===== config.mk =====
export PLATFORM = sky130hd
export DESIGN_NAME = gregorian_date_add_days_top
export DESIGN_NICKNAME = d
export VERILOG_FILES = /design/src/design/gdad_pkg.sv /design/src/design/gdad_ctrl.sv /design/src/design/gdad_dpath.sv /design/src/design/gregorian_date_add_days_top.sv
export SDC_FILE = /design/constraint.sdc
export NUM_CORES = 1
export LEC_CHECK = 0
export BUFFER_PORTS_ARGS = -buffer_cell sky130_fd_sc_hd__buf_2
export CORE_MARGIN = 5
export CORE_UTILIZATION = 30
export DETAILED_ROUTE_END_ITERATION = 10
export HOLD_SLACK_MARGIN = 0.1
export PLACE_DENSITY = 0.58
export SLEW_MARGIN = 20
export SYNTH_ARGS = -nofsm -noshare
export SYNTH_HDL_FRONTEND = slang
export SYNTH_SLANG_ARGS = --single-unit

===== constraint.sdc =====
create_clock -name clk -period 5.03 [get_ports clk]
set_input_delay 1.006 -clock clk [delete_from_list [all_inputs] [get_ports clk]]
set_output_delay 1.006 -clock clk [all_outputs]
set_load 0.01 [all_outputs]

===== src/design/gdad_pkg.sv =====
// ----------------------------------------------------------------------------
// gdad_pkg
// Shared types, constants and calendar helpers for the date adder.
// ----------------------------------------------------------------------------
package gdad_pkg;

  localparam int DAY_W   = 5;
  localparam int MONTH_W = 4;
  localparam int YEAR_W  = 14;
  localparam int DAYS_W  = 16;
  localparam int IN_W    = 40;  // 39 payload bits padded to whole bytes
  localparam int OUT_W   = 32;  // 25 payload bits padded to whole bytes

  localparam logic [YEAR_W-1:0] MIN_YEAR_DEF = YEAR_W'(1601);
  localparam logic [YEAR_W-1:0] YEAR_MAX     = {YEAR_W{1'b1}};

  localparam logic [MONTH_W-1:0] MONTH_JAN = 4'd1;
  localparam logic [MONTH_W-1:0] MONTH_FEB = 4'd2;
  localparam logic [MONTH_W-1:0] MONTH_DEC = 4'd12;
  localparam logic [DAY_W-1:0]   DAY_LAST  = 5'd31;
  localparam logic [DAY_W-1:0]   FEB_LEAP  = 5'd29;

  // year / 25 by reciprocal: floor(y * 20972 / 2^19) is exact for 14-bit y
  localparam int RECIP_SH = 19;
  localparam int RECIP_W  = 15;
  localparam int PROD_W   = YEAR_W + RECIP_W;
  localparam int QUOT_W   = PROD_W - RECIP_SH;
  localparam logic [RECIP_W-1:0] RECIP_25 = 15'd20972;
  localparam logic [4:0]         MOD25_LAST = 5'd24;

  localparam logic [DAY_W-1:0] MONTH_LEN [12] = '{
    5'd31, 5'd28, 5'd31, 5'd30, 5'd31, 5'd30,
    5'd31, 5'd31, 5'd30, 5'd31, 5'd30, 5'd31
  };

  // Commands from controller to datapath
  typedef struct packed {
    logic load;      // capture a new request
    logic mul;       // register year * reciprocal
    logic rem;       // register year mod 25
    logic chk;       // register start date validity
    logic step;      // advance by one month or finish
    logic out_load;  // copy result into output register
  } cmd_t;

  // Status from datapath to controller
  typedef struct packed {
    logic chk_ok;     // start date is valid
    logic step_last;  // current step finishes the request
  } stat_t;

  // Leap year from the low year bits and whether year mod 25 is zero
  function automatic logic leap_year(input logic [3:0] y_lo, input logic mod25_zero);
    leap_year = (y_lo[1:0] == 2'd0) && (!mod25_zero || (y_lo == 4'd0));
  endfunction

  // Month length; meaningless month codes read as 31
  function automatic logic [DAY_W-1:0] days_in_month(input logic [MONTH_W-1:0] m,
                                                     input logic leap);
    logic [MONTH_W-1:0] idx;
    idx = m - MONTH_JAN;
    if (m == MONTH_FEB && leap) begin
      days_in_month = FEB_LEAP;
    end else if (m < MONTH_JAN || m > MONTH_DEC) begin
      days_in_month = DAY_LAST;
    end else begin
      days_in_month = MONTH_LEN[idx];
    end
  endfunction

endpackage


===== src/design/gdad_ctrl.sv =====
// ----------------------------------------------------------------------------
// gdad_ctrl
// Sequencer: accepts a request, walks the datapath through its setup
// cycles and month steps, and hands the result to the output register.
// ----------------------------------------------------------------------------
module gdad_ctrl (
  input  logic            clk,
  input  logic            rst_n,
  input  logic            in_tvalid,
  output logic            in_tready,
  output logic            out_tvalid,
  input  logic            out_tready,
  input  gdad_pkg::stat_t stat,
  output gdad_pkg::cmd_t  cmd
);

  typedef enum logic [5:0] {
    S_IDLE = 6'b000001,
    S_MUL  = 6'b000010,
    S_REM  = 6'b000100,
    S_CHK  = 6'b001000,
    S_STEP = 6'b010000,
    S_DONE = 6'b100000
  } state_t;

  state_t state_r, state_nxt;
  logic   out_valid_r, out_valid_nxt;

  assign in_tready  = (state_r == S_IDLE);
  assign out_tvalid = out_valid_r;

  // Next state and commands
  always_comb begin
    state_nxt = state_r;
    cmd       = '0;
    unique case (state_r)
      S_IDLE: begin
        if (in_tvalid) begin
          cmd.load  = 1'b1;
          state_nxt = S_MUL;
        end
      end
      S_MUL: begin
        cmd.mul   = 1'b1;
        state_nxt = S_REM;
      end
      S_REM: begin
        cmd.rem   = 1'b1;
        state_nxt = S_CHK;
      end
      S_CHK: begin
        cmd.chk   = 1'b1;
        state_nxt = stat.chk_ok ? S_STEP : S_DONE;
      end
      S_STEP: begin
        cmd.step = 1'b1;
        if (stat.step_last) begin
          state_nxt = S_DONE;
        end
      end
      S_DONE: begin
        if (!out_valid_r || out_tready) begin
          cmd.out_load = 1'b1;
          state_nxt    = S_IDLE;
        end
      end
      default: state_nxt = S_IDLE;
    endcase
  end

  // Output valid: drop on take, raise on load
  always_comb begin
    out_valid_nxt = out_valid_r && !out_tready;
    if (cmd.out_load) begin
      out_valid_nxt = 1'b1;
    end
  end

  always_ff @(posedge clk) begin
    if (!rst_n) begin
      state_r     <= S_IDLE;
      out_valid_r <= 1'b0;
    end else begin
      state_r     <= state_nxt;
      out_valid_r <= out_valid_nxt;
    end
  end

endmodule


===== src/design/gdad_dpath.sv =====
// ----------------------------------------------------------------------------
// gdad_dpath
// Date registers, year-mod-25 setup, validity check, one-month step unit
// and the output register.
// ----------------------------------------------------------------------------
module gdad_dpath #(
  parameter logic [gdad_pkg::YEAR_W-1:0] MIN_YEAR = gdad_pkg::MIN_YEAR_DEF
) (
  input  logic                        clk,
  input  gdad_pkg::cmd_t              cmd,
  input  logic [gdad_pkg::IN_W-1:0]   in_tdata,
  output logic [gdad_pkg::OUT_W-1:0]  out_tdata,
  output gdad_pkg::stat_t             stat
);

  localparam int DW = gdad_pkg::DAY_W;
  localparam int MW = gdad_pkg::MONTH_W;
  localparam int YW = gdad_pkg::YEAR_W;
  localparam int LW = gdad_pkg::DAYS_W;

  logic [DW-1:0]               d_r;
  logic [MW-1:0]               m_r;
  logic [YW-1:0]               y_r;
  logic [LW-1:0]               left_r;
  logic [4:0]                  y25_r;
  logic [gdad_pkg::PROD_W-1:0] prod_r;
  logic                        valid_r;
  logic                        ovf_r;
  logic [gdad_pkg::OUT_W-1:0]  out_r;

  logic [gdad_pkg::QUOT_W-1:0] quot;
  logic [YW:0]                 qx25;
  logic [YW:0]                 rem_full;
  logic                        leap;
  logic [DW-1:0]               dim;
  logic [DW-1:0]               room;
  logic                        fits;
  logic                        at_end;

  // Year mod 25 from the registered reciprocal product
  assign quot     = prod_r[gdad_pkg::PROD_W-1:gdad_pkg::RECIP_SH];
  assign qx25     = {1'b0, quot, 4'b0} + {2'b0, quot, 3'b0} + (YW+1)'(quot);
  assign rem_full = {1'b0, y_r} - qx25;

  // Month length and room left in the current month
  assign leap   = gdad_pkg::leap_year(y_r[3:0], y25_r == 5'd0);
  assign dim    = gdad_pkg::days_in_month(m_r, leap);
  assign room   = dim - d_r;
  assign fits   = left_r <= LW'(room);
  assign at_end = (m_r == gdad_pkg::MONTH_DEC) && (y_r == gdad_pkg::YEAR_MAX);

  assign stat.chk_ok    = (y_r >= MIN_YEAR) && (m_r >= gdad_pkg::MONTH_JAN) &&
                          (m_r <= gdad_pkg::MONTH_DEC) && (d_r != '0) && (d_r <= dim);
  assign stat.step_last = fits || at_end;

  // Date state and setup registers
  always_ff @(posedge clk) begin
    if (cmd.load) begin
      d_r     <= in_tdata[4:0];
      m_r     <= in_tdata[8:5];
      y_r     <= in_tdata[22:9];
      left_r  <= in_tdata[38:23];
      valid_r <= 1'b0;
      ovf_r   <= 1'b0;
    end
    if (cmd.mul) begin
      prod_r <= gdad_pkg::PROD_W'(y_r) * gdad_pkg::PROD_W'(gdad_pkg::RECIP_25);
    end
    if (cmd.rem) begin
      y25_r <= rem_full[4:0];
    end
    if (cmd.chk) begin
      valid_r <= stat.chk_ok;
    end
    // Advance: finish inside this month, stop at the last date, or roll over
    if (cmd.step) begin
      if (fits) begin
        d_r    <= d_r + left_r[DW-1:0];
        left_r <= '0;
      end else if (at_end) begin
        d_r   <= gdad_pkg::DAY_LAST;
        ovf_r <= 1'b1;
      end else begin
        left_r <= left_r - LW'(room) - LW'(1);
        d_r    <= DW'(1);
        if (m_r == gdad_pkg::MONTH_DEC) begin
          m_r   <= gdad_pkg::MONTH_JAN;
          y_r   <= y_r + YW'(1);
          y25_r <= (y25_r == gdad_pkg::MOD25_LAST) ? 5'd0 : y25_r + 5'd1;
        end else begin
          m_r <= m_r + MW'(1);
        end
      end
    end
    if (cmd.out_load) begin
      out_r <= {7'd0, ovf_r, valid_r, y_r, m_r, d_r};
    end
  end

  assign out_tdata = out_r;

endmodule


===== src/design/gregorian_date_add_days_top.sv =====
// Sequence: capture the request, register year * reciprocal, register year mod 25,
//   check the start date, step month by month until done, then load the output register;
//   an invalid start date skips the month steps. One request is in work at a time.
//   A new request is taken while the previous result waits at the output.
// Reset: synchronous, active low; clears the sequencer and output valid.
// ----------------------------------------------------------------------------
// gregorian_date_add_days_top
// Adds a day count to a Gregorian date, with validity and year saturation.
// ----------------------------------------------------------------------------
module gregorian_date_add_days_top #(
  parameter logic [gdad_pkg::YEAR_W-1:0] MIN_YEAR = gdad_pkg::MIN_YEAR_DEF
) (
  input  logic                       clk,
  input  logic                       rst_n,
  input  logic                       in_tvalid,
  output logic                       in_tready,
  // [4:0] start_day, [8:5] start_month, [22:9] start_year, [38:23] days_to_add
  input  logic [gdad_pkg::IN_W-1:0]  in_tdata,
  output logic                       out_tvalid,
  input  logic                       out_tready,
  // [4:0] result_day, [8:5] result_month, [22:9] result_year,
  // [23] start_valid, [24] year_overflow
  output logic [gdad_pkg::OUT_W-1:0] out_tdata
);

  gdad_pkg::cmd_t  cmd;
  gdad_pkg::stat_t stat;

  // Sequencer
  gdad_ctrl u_ctrl (
    .clk        (clk),
    .rst_n      (rst_n),
    .in_tvalid  (in_tvalid),
    .in_tready  (in_tready),
    .out_tvalid (out_tvalid),
    .out_tready (out_tready),
    .stat       (stat),
    .cmd        (cmd)
  );

  // Date datapath
  gdad_dpath #(
    .MIN_YEAR (MIN_YEAR)
  ) u_dpath (
    .clk       (clk),
    .cmd       (cmd),
    .in_tdata  (in_tdata),
    .out_tdata (out_tdata),
    .stat      (stat)
  );

endmodule


==> summary.md, run 1 <==
| Metric | Value |
|---|---|
| Initial Util | between 30% and 40% |
| Dpl cells | 1240 |
| CP Launch Point | u_dpath.y_r[10]$_DFF_P_ |
| Crit end category | flip-flop |
| H-tree depth | 3 |
| Worst hold path startpoint | u_dpath.valid_r$_SDFFCE_PN0P_ |
| Final setup skew | 11.1 ps |
| Routed length per placed instance | 15.6 µm |
| Synth Area in Adders | 35.7% |
| Worst-Margin Slew | slightly above 800 ps |
| Simple-Gate Fraction of Synth Area | 11.5% |
| Die height | 174 µm |
| Clk sinks | between 80 and 90 |
| Antenna cell count | 0 |
| Max Root-Sink Buffers | 2 |
| Tmin final | 4840 ps |
| Post-CTS Hold Buffers | 0 |
| Largest net degree at the start of global routing | 27 |
| Most common cell in the netlist | inv_1 |
| Final Hold Viols | 0 |
| Post-Syn Area | 0.00805 mm² |
| CTS tree | done |
| Die area | 0.0302 mm² |
| Post-synth top area share | about a fifth |
| DRC marker count from the first detailed-route iteration | approximately 320 |
| Startpoint types | flip-flop |
| Seq/Total Area, Yosys | between 20 and 30% |
| Worst Hold Class | reg2reg |
| Clock latency on the worst-skew pair | around 340 ps |
| Slew HR | 44.5% |
| Routed vias | 6026 |
| Commonest cells in the netlist | 151 x inv_1, 124 x ha_1, 66 x fa_1 |
| Row count | 60 |
| First-pass GRT wire length | 32200 µm |
| Grt ovf | 0 |
| Post-synthesis cell count | 820 |
| Clock Pin Slew Worst Setup and Hold Paths | around 70 ps |
| Final HPWL DP | 15900 µm |
| Fin nets | 1145 |
| Synth Area in XOR/XNOR | 3.37% |
| Ys async rst share | 0% |
| DRC viols | 0 |
| Netlist cell types | 79 |
| PnR worst setup slack | 193 ps |
| CTS buffer count | 9 |
| Layout cells sized above 1 | 17.1% |
| RSZ-0062 raised after global routing | no |
| Hold_ws | 421 ps |
| Number of flops mapped to enable cells by yosys | 36 |
| CP required | between 5000 and 6000 ps |
| Post-Route WL | 19600 µm |
| Top cells by area, synth | ha_1 19%, fa_1 16%, edfxtp_1 13%, dfxtp_1 12%, inv_1 7.0% |
| F_max | 0.207 GHz |
| Dpl ws | 169 ps |
| Yosys top cell by area | ha_1 |
| Worst R2R Start | u_dpath.y_r[10]$_DFF_P_ |
| Boundary Pins | 78 |
| Crit Path Class | reg2reg |
| Area grow syn2layout | 14.9% |
| Root Buffer Master | clkbuf_16 |
| Worst EP arrival | 4930 ps |
| Multiplexer share of the synthesized area | 0.870% |
| DIE WIDTH | ~170 µm |
| Status | completed |
| DR vias/cell | 4.79 |
| Mapped Avg Cell Area | just under 10 µm² |
| Internal reg-to-reg setup slack | around 190 ps |
| Final setup TNS | 0 ps |
| CP max FO | 4 |
| Top FF cell, synth | dfxtp_1 |
| Post-route insts no fill | 1257 |
| Largest family of logic cells by synthesized area | adder cells |
| Core area | roughly 0.027 mm² |
| Max-Cap Viols | 0 |
| Routability congestion estimate | 0.859 |
| Slew Viols, Final | 0 |
| Period utilization | 96.2% |
| Vias in the first global route | around 6000 |
| Count of input and output buffers | 69 |
| Antenna viol nets, final | 0 |
| Flops & latches, synth | a little over 80 |
| Initial antenna violation count | 0 |
| Synth Area in Compound Gates | between 10% and 20% |
| Synth warn | 0 |
| Initial DRT Pass Iterations | 4 |
| GRT Util Overall | 13.2% |
| Setup-failing EPs final | 0 |
==> registers in the layout, indices dropped and copies added (netlist names), 4 cells and up <==
name / count
u_ctrl.state_r: 6
u_dpath.d_r: 5
u_dpath.left_r: 16
u_dpath.m_r: 4
u_dpath.out_tdata: 25
u_dpath.prod_r: 5
u_dpath.y25_r: 5
u_dpath.y_r: 14
==> path summary, 6_finish.rpt <==
kind	to	cells past startpoint
max	u_dpath.prod_r[23]$_DFFE_PP_	16
min	u_dpath.out_tdata[23]$_DFFE_PP_	0
max reg2reg	u_dpath.prod_r[23]$_DFFE_PP_	16
min reg2reg	u_dpath.out_tdata[23]$_DFFE_PP_	0
==> logic make-up after synthesis <==
group / Yosys count
fa+ha+maj: 190
buf+inv: 180
simple gates: 173
compound gates: 155
flops: 83
xor+xnor: 31
mux: 7
other cells: 1
==> through the flow <==
| stage | util, % | area, µm² |
|---|---|---|
| finish | 34.6 | 9260 |
| floorplan | - | 8080 |
| CTS | 34.4 | 9200 |
| global placement | 33.4 | 8920 |
| detailed placement | 33.4 | 8920 |
| global route | 34.6 | 9260 |
==> timing repair <==
| item | 4_1_cts | 5_1_grt |
|---|---|---|
| setup endpoints to repair | 0 | 29 |
| buffers inserted | 0 | 1 |
| resized for setup | 0 | 11 |
==> layout by cell type (no fill, tap or decap), types with 5 or more instances in the layout <==
cell	Yosys	layout
a21o_1	8	8
a21oi_1	35	35
a221oi_2	7	7
a31oi_1	9	9
and3_1	5	5
buf_2	4	69
buf_4	8	33
clkbuf_16	0	9
conb_1	1	7
dfxtp_1	47	45
edfxtp_1	36	36
fa_1	66	66
ha_1	124	124
inv_1	151	149
mux2i_1	7	7
nand2_1	44	44
nand2b_1	8	8
nand3_1	16	16
nor2_1	38	37
nor2b_1	8	7
nor3_1	10	10
o21ai_0	20	20
o22ai_1	20	20
xnor2_1	22	22
xor2_1	9	9
==> worst max-delay path: stages (launching register included) <==
cell and delay, ps:
dfxtp_1 320, ha_1 300, inv_1 60, fa_1 530
inv_1 60, fa_1 510, inv_1 50, fa_1 480
fa_1 540, inv_1 40, ha_1 310, a21oi_1 140
nand2_1 100, or3_1 400, a41o_4 300, a221o_1 310
xnor2_1 130
==> metal layers <==
layer  wire length, µm  track usage [%]  up-vias  part of all wire [%]
met4               238             2.94        0                   1.2
met1              9610             19.1     2901                    49
li1                  -                -     2988                     -
met2              9070             21.0      119                    46
met5                 0                0        -                     0
met3               691             2.14       18                   3.5
==> cell type report <==
class | instances | area, µm²
fill | 2746 | 17500
multi-input combinational | 563 | 5340
sequential | 83 | 2020
timing repair buffer | 103 | 613
inverter | 151 | 567
tap | 341 | 427
clock buffer | 9 | 225
clock inverter | 7 | 58.8
Power of run 1 is not shown: default switching activity piles up to over one toggle a cycle in this logic, so the estimate is an artifact.
==> run 2, diff against run 1 <==
CORE_ASPECT_RATIO = 0.75   (was unset)
==> run 2 against run 1 <==
Against the previous run: worst hold slack better by 22 ps; cell count is 0.80% higher; worst setup slack better by 1.3 ps; critical path depth stayed put; die area increased by 0.11%; global-route usage is essentially flat; critical path type unchanged; critical endpoint unchanged; highest routed layer is now met5.
==> summary.md, run 2 (same netlist as run 1, synthesis figures left out) <==
| Metric | Value |
|---|---|
| Status | completed |
| Antenna cell count | 0 (unchanged) |
| Post-CTS Hold Buffers | 0 (unchanged) |
| Period utilization | 96.1% (about the same) |
| Count of input and output buffers | 69 (unchanged) |
| Final Hold Viols | 0 (unchanged) |
| Grt ovf | 0 (unchanged) |
| Crit path max-delay cell type | fa_1 |
| Post-Route WL | 20200 µm (+3.0%) |
| CP max FO | 4 (unchanged) |
| CP Launch Point | u_dpath.y_r[9]$_DFF_P_ |
| Clock Pin Slew Worst Setup and Hold Paths | 60 ps (about the same) |
| Final setup TNS | 0 ps (unchanged) |
| CTS buffer count | 9 (unchanged) |
| Routed vias | 6008 (-0.30%) |
| Critical Path, Cell by Cell | ha_1 -> inv_1 -> fa_1 -> inv_1 -> fa_1 -> inv_1 -> fa_1 -> fa_1 -> inv_1 -> ha_1 -> a21oi_1 -> nand2_1 -> or3_1 -> a41o_1 -> a221o_1 -> xnor2_1 |
| First-pass GRT wire length | 31900 µm (-1.1%) |
| Largest stage delay, worst path | 540 ps (about the same) |
| CTS tree | done |
| Slew Viols, Final | 0 (unchanged) |
| DRC viols | 0 (unchanged) |
| Routed length per placed instance | 15.9 µm (+2.2%) |
| Commonest non-fill, non-tap cell in the layout | inv_1 |
| DIE WIDTH | 199 µm (+15%) |
| Routability congestion estimate | 0.842 (-1.9%) |
| Crit end category | flip-flop |
| Worst EP arrival | 4930 ps (about the same) |
| DRC marker count from the first detailed-route iteration | 436 (+38%) |
| RSZ-0062 raised after global routing | no |
| Initial Util | 30.1% (about the same) |
| Setup bufs post-CTS | 0 (unchanged) |
| Area grow syn2layout | 15.6% |
| Most frequent cells in the layout | 150 x inv_1, 124 x ha_1, 69 x buf_2, 66 x fa_1 |
| Crit Path Class | reg2reg |
| Dpl ws | 85.5 ps (-83.3 ps) |
| Die height | 152 µm (-13%) |
| Vias in the first global route | 5705 (-4.9%) |
| Antenna viol nets, final | 0 (unchanged) |
| Core area | 0.0267 mm² (about the same) |
| DR vias/cell | 4.74 (-1.1%) |
| Max FFs per register | 25 (unchanged) |
| PnR worst setup slack | 194 ps (+1.28 ps) |
| Setup-failing EPs final | 0 (unchanged) |
| Worst-Margin Slew | 647 ps (-180 ps) |
| Tmin final | 4840 ps (-1.28 ps) |
| CP required | 5120 ps (about the same) |
| F_max | 0.207 GHz (about the same) |
| Fin nets | 1145 (unchanged) |
| Worst R2R Start | u_dpath.y_r[9]$_DFF_P_ |
| Initial antenna violation count | 2 (+2) |
| Final HPWL DP | 16300 µm (+2.7%) |
| Initial DRT Pass Iterations | 5 (+1) |
| Layout cells sized above 1 | 16.7% (-0.44 points) |
| Max-Cap Viols | 0 (unchanged) |
| Row count | 52 (-13%) |
| Clk sinks | 83 (unchanged) |
| Worst hold path startpoint | u_dpath.valid_r$_SDFFCE_PN0P_ |
| Startpoint types | flip-flop |
| Root Buffer Master | clkbuf_16 |
| Worst Hold Class | reg2reg |
| GRT Util Overall | 13.3% (about the same) |
| Boundary Pins | 78 (unchanged) |
| Final setup skew | 9.34 ps (-1.80 ps) |
| Internal reg-to-reg setup slack | 190 ps (about the same) |
| Clock latency on the worst-skew pair | 350 ps (about the same) |
| Largest net degree at the start of global routing | 27 (unchanged) |
| Max Root-Sink Buffers | 2 (unchanged) |
| Slew HR | 56.6% (+12 points) |
| H-tree depth | 3 (unchanged) |
| Die area | 0.0303 mm² (+0.11%) |
## run 2: worst max-delay path: cells and delay by family, from the launching register on
kind | cells | cell delay, ps
AO/OA/AOI/OAI | 3 | 760
XOR/XNOR | 1 | 130
adder cells (fa/ha/maj) | 6 | 2530
buffers and inverters | 4 | 200
flip-flops | 1 | 450
AND/OR/NAND/NOR | 2 | 510
## run 2: final timing paths
| path | to | depth (start not counted) |
|---|---|---|
| setup / recovery | u_dpath.prod_r[23]$_DFFE_PP_ | 16 |
| hold reg to reg | u_dpath.out_tdata[23]$_DFFE_PP_ | 0 |
| setup reg to reg | u_dpath.prod_r[23]$_DFFE_PP_ | 16 |
| hold / removal | u_dpath.out_tdata[23]$_DFFE_PP_ | 0 |
## run 2: timing repair
| action | 4_1_cts | 5_1_grt |
|---|---|---|
| endpoints found under the setup margin | 0 | 35 |
| resized for setup | 0 | 6 |
| hold endpoints to repair | 0 | 0 |
## run 2: per-stage QoR
stage | cells | util [%] | hold WS [ps] | instance area [µm²]
after floorplan | 826 | - | 400 | 8080
after global placement | 1251 | 33.5 | 401 | 8950
after detailed placement | 1251 | 33.5 | 415 | 8950
after CTS | 1267 | 34.8 | 441 | 9290
after global routing | 1267 | 34.8 | 444 | 9310
final | 1267 | 34.8 | 443 | 9310
## run 2: area by class of cell
class                           count  area, µm²
Timing Repair Buffer              103        613
Fill cell                        2725      17400
Inverter                          151        567
Clock buffer                       11        264
Tap cell                          351        439
Clock inverter                      5       81.3
Multi-Input combinational cell    563       5320
Sequential cell                    83       2030
## run 2: per-layer routing
layer | global-route usage, % | vias to the layer above | wire length [µm] | part of all wire [%]
li1 | - | 2981 | - | -
met5 | 0 | - | 23 | 0.11
met4 | 2.15 | 4 | 176 | 0.87
met2 | 18.0 | 114 | 8010 | 40
met1 | 21.8 | 2893 | 11000 | 55
met3 | 2.32 | 16 | 960 | 4.8
Power of run 2 is left out for the same reason.
==> run 3, diff against run 2 <==
CELL_PAD_IN_SITES_DETAIL_PLACEMENT = 2   (was unset)
CELL_PAD_IN_SITES_GLOBAL_PLACEMENT = 2   (was unset)
PLACE_DENSITY = 0.78   (was 0.58)
==> run 3 against run 2 <==
Against the previous run: clock skew increased by 0.58 ps; clock-buffer cell count rose by 1; critical endpoint unchanged; critical path type unchanged; core utilization rose by 0.36 points.
==> summary.md, run 3 (same netlist as run 1, synthesis figures left out) <==
| Metric | Value |
|---|---|
| DRC marker count from the first detailed-route iteration | 293 (-33%) |
| CP required | 5130 ps (about the same) |
| Final setup skew | 9.91 ps (+0.576 ps) |
| GRT Util Overall | 18.4% (+5.2 points) |
| DIE WIDTH | 199 µm (unchanged) |
| Fin nets | 1159 (+1.2%) |
| Largest net degree at the start of global routing | 27 (unchanged) |
| Count of input and output buffers | 69 (unchanged) |
| Crit Path Class | reg2reg |
| Area grow syn2layout | 16.8% |
| CP max FO | 6 (+2) |
| Commonest non-fill, non-tap cell in the layout | inv_1 |
| Max Root-Sink Buffers | 2 (unchanged) |
| Slew HR | 40.5% (-16 points) |
| Antenna cell count | 0 (unchanged) |
| Vias in the first global route | 7392 (+30%) |
| DRC viols | 0 (unchanged) |
| Slew Viols, Final | 0 (unchanged) |
| Root Buffer Master | clkbuf_16 |
| Initial Util | 30.1% (unchanged) |
| Core area | 0.0267 mm² (unchanged) |
| Antenna viol nets, final | 0 (unchanged) |
| Tmin final | 4880 ps (+40.7 ps) |
| F_max | 0.205 GHz (-0.83%) |
| Die area | 0.0303 mm² (unchanged) |
| CTS buffer count | 9 (unchanged) |
| Routed vias | 6432 (+7.1%) |
| H-tree depth | 3 (unchanged) |
| Clock latency on the worst-skew pair | 360 ps (about the same) |
| Dpl cells | 1260 (+0.72%) |
| Post-route insts no fill | 1281 (+1.1%) |
| Die height | 152 µm (unchanged) |
| RSZ-0062 raised after global routing | yes |
| Final HPWL DP | 22000 µm (+35%) |
| CTS tree | done |
| Startpoint types | flip-flop |
| Crit end category | flip-flop |
| Initial DRT Pass Iterations | 4 (-1) |
| First-pass GRT wire length | 43000 µm (+35%) |
| Grt ovf | 0 (unchanged) |
| Period utilization | 97.0% (+0.81 points) |
| Worst EP arrival | 4980 ps (+50 ps) |
| Worst-Margin Slew | 886 ps (+239 ps) |
| Max FFs per register | 25 (unchanged) |
| Routed length per placed instance | 21.5 µm (+35%) |
| Routability congestion estimate | 0.805 (-4.5%) |
| Status | completed |
| Clk sinks | 83 (unchanged) |
| Worst Hold Class | reg2reg |
| DR vias/cell | 5.02 (+5.9%) |
| Post-Route WL | 27500 µm (+36%) |
| Post-CTS Hold Buffers | 0 (unchanged) |
| Setup-failing EPs final | 0 (unchanged) |
| Final Hold Viols | 0 (unchanged) |
| Layout cells sized above 1 | 18.4% (+1.7 points) |
| Max-Cap Viols | 0 (unchanged) |
| Row count | 52 (unchanged) |
| Boundary Pins | 78 (unchanged) |
| Clock Pin Slew Worst Setup and Hold Paths | 70 ps (about the same) |
| Initial antenna violation count | 0 (-2) |
| Most frequent cells in the layout | 151 x inv_1, 123 x ha_1, 69 x buf_2, 66 x fa_1, 45 x buf_4 |
==> run 3: cell types whose count changed in the layout (fill, tap and decap cells not counted), sizes merged <==
cell / change
bufinv: -2
clkinvlp: +1
buf: +14
inv: -1
clkinv: +1
clkbuf: +1
==> run 3: routing by layer <==
metal	routed length [µm]	vias to the layer above	track usage, %
met1	13400	3324	26.1
met4	354	0	3.81
met3	842	23	3.19
li1	-	3001	-
met2	13000	84	29.6
met5	0	-	0
==> run 3: stage by stage <==
step	setup TNS, ps	utilization [%]	hold WS, ps	worst slack [ps]	cell area (µm²)
2_1_floorplan	0	-	400	278	8080
3_3_place_gp	0	33.7	402	22.5	9020
3_5_place_dp	-683	33.7	422	-101	9020
4_1_cts	0	34.8	439	44.2	9300
5_1_grt	-25.4	35.2	443	-15.2	9410
6_report	0	35.2	435	153	9410
==> run 3: layout make-up <==
class / instances / area, µm²
Fill cell: 2936 / 17300
Sequential cell: 83 / 2030
Inverter: 151 / 567
Clock buffer: 12 / 246
Timing Repair Buffer: 117 / 726
Clock inverter: 4 / 26.3
Tap cell: 351 / 439
Multi-Input combinational cell: 563 / 5380
==> run 3: repair_timing <==
action / 4_1_cts / 5_1_grt
buffers inserted: 0 / 5
cloned: 0 / 0
endpoints found under the hold margin: 0 / 0
pin swaps: 0 / 2
setup endpoints to repair: 26 / 27
gates resized for setup: 2 / 14
==> run 3: critical path, stage by stage (launching register included) <==
cell and delay [ps]:
dfxtp_1 410, buf_6 180, fa_1 450, ha_1 300, inv_1 60, fa_1 560
inv_1 80, fa_1 510, fa_1 490, ha_1 330, a21oi_1 190, o221ai_2 140
a21o_1 200, a41o_4 270, a221o_1 310, xnor2_1 140
==> run 3: final timing paths <==
check / startpoint / slack, ps / endpoint / depth (start not counted)
worst min register to register: u_dpath.valid_r$_SDFFCE_PN0P_ / 440 / u_dpath.out_tdata[23]$_DFFE_PP_ / 0
worst min-delay path: u_dpath.valid_r$_SDFFCE_PN0P_ / 440 / u_dpath.out_tdata[23]$_DFFE_PP_ / 0
worst max register to register: u_dpath.y_r[10]$_DFF_P_ / 150 / u_dpath.prod_r[23]$_DFFE_PP_ / 15
worst max-delay path: u_dpath.y_r[10]$_DFF_P_ / 150 / u_dpath.prod_r[23]$_DFFE_PP_ / 15
Power of run 3 is left out for the same reason.
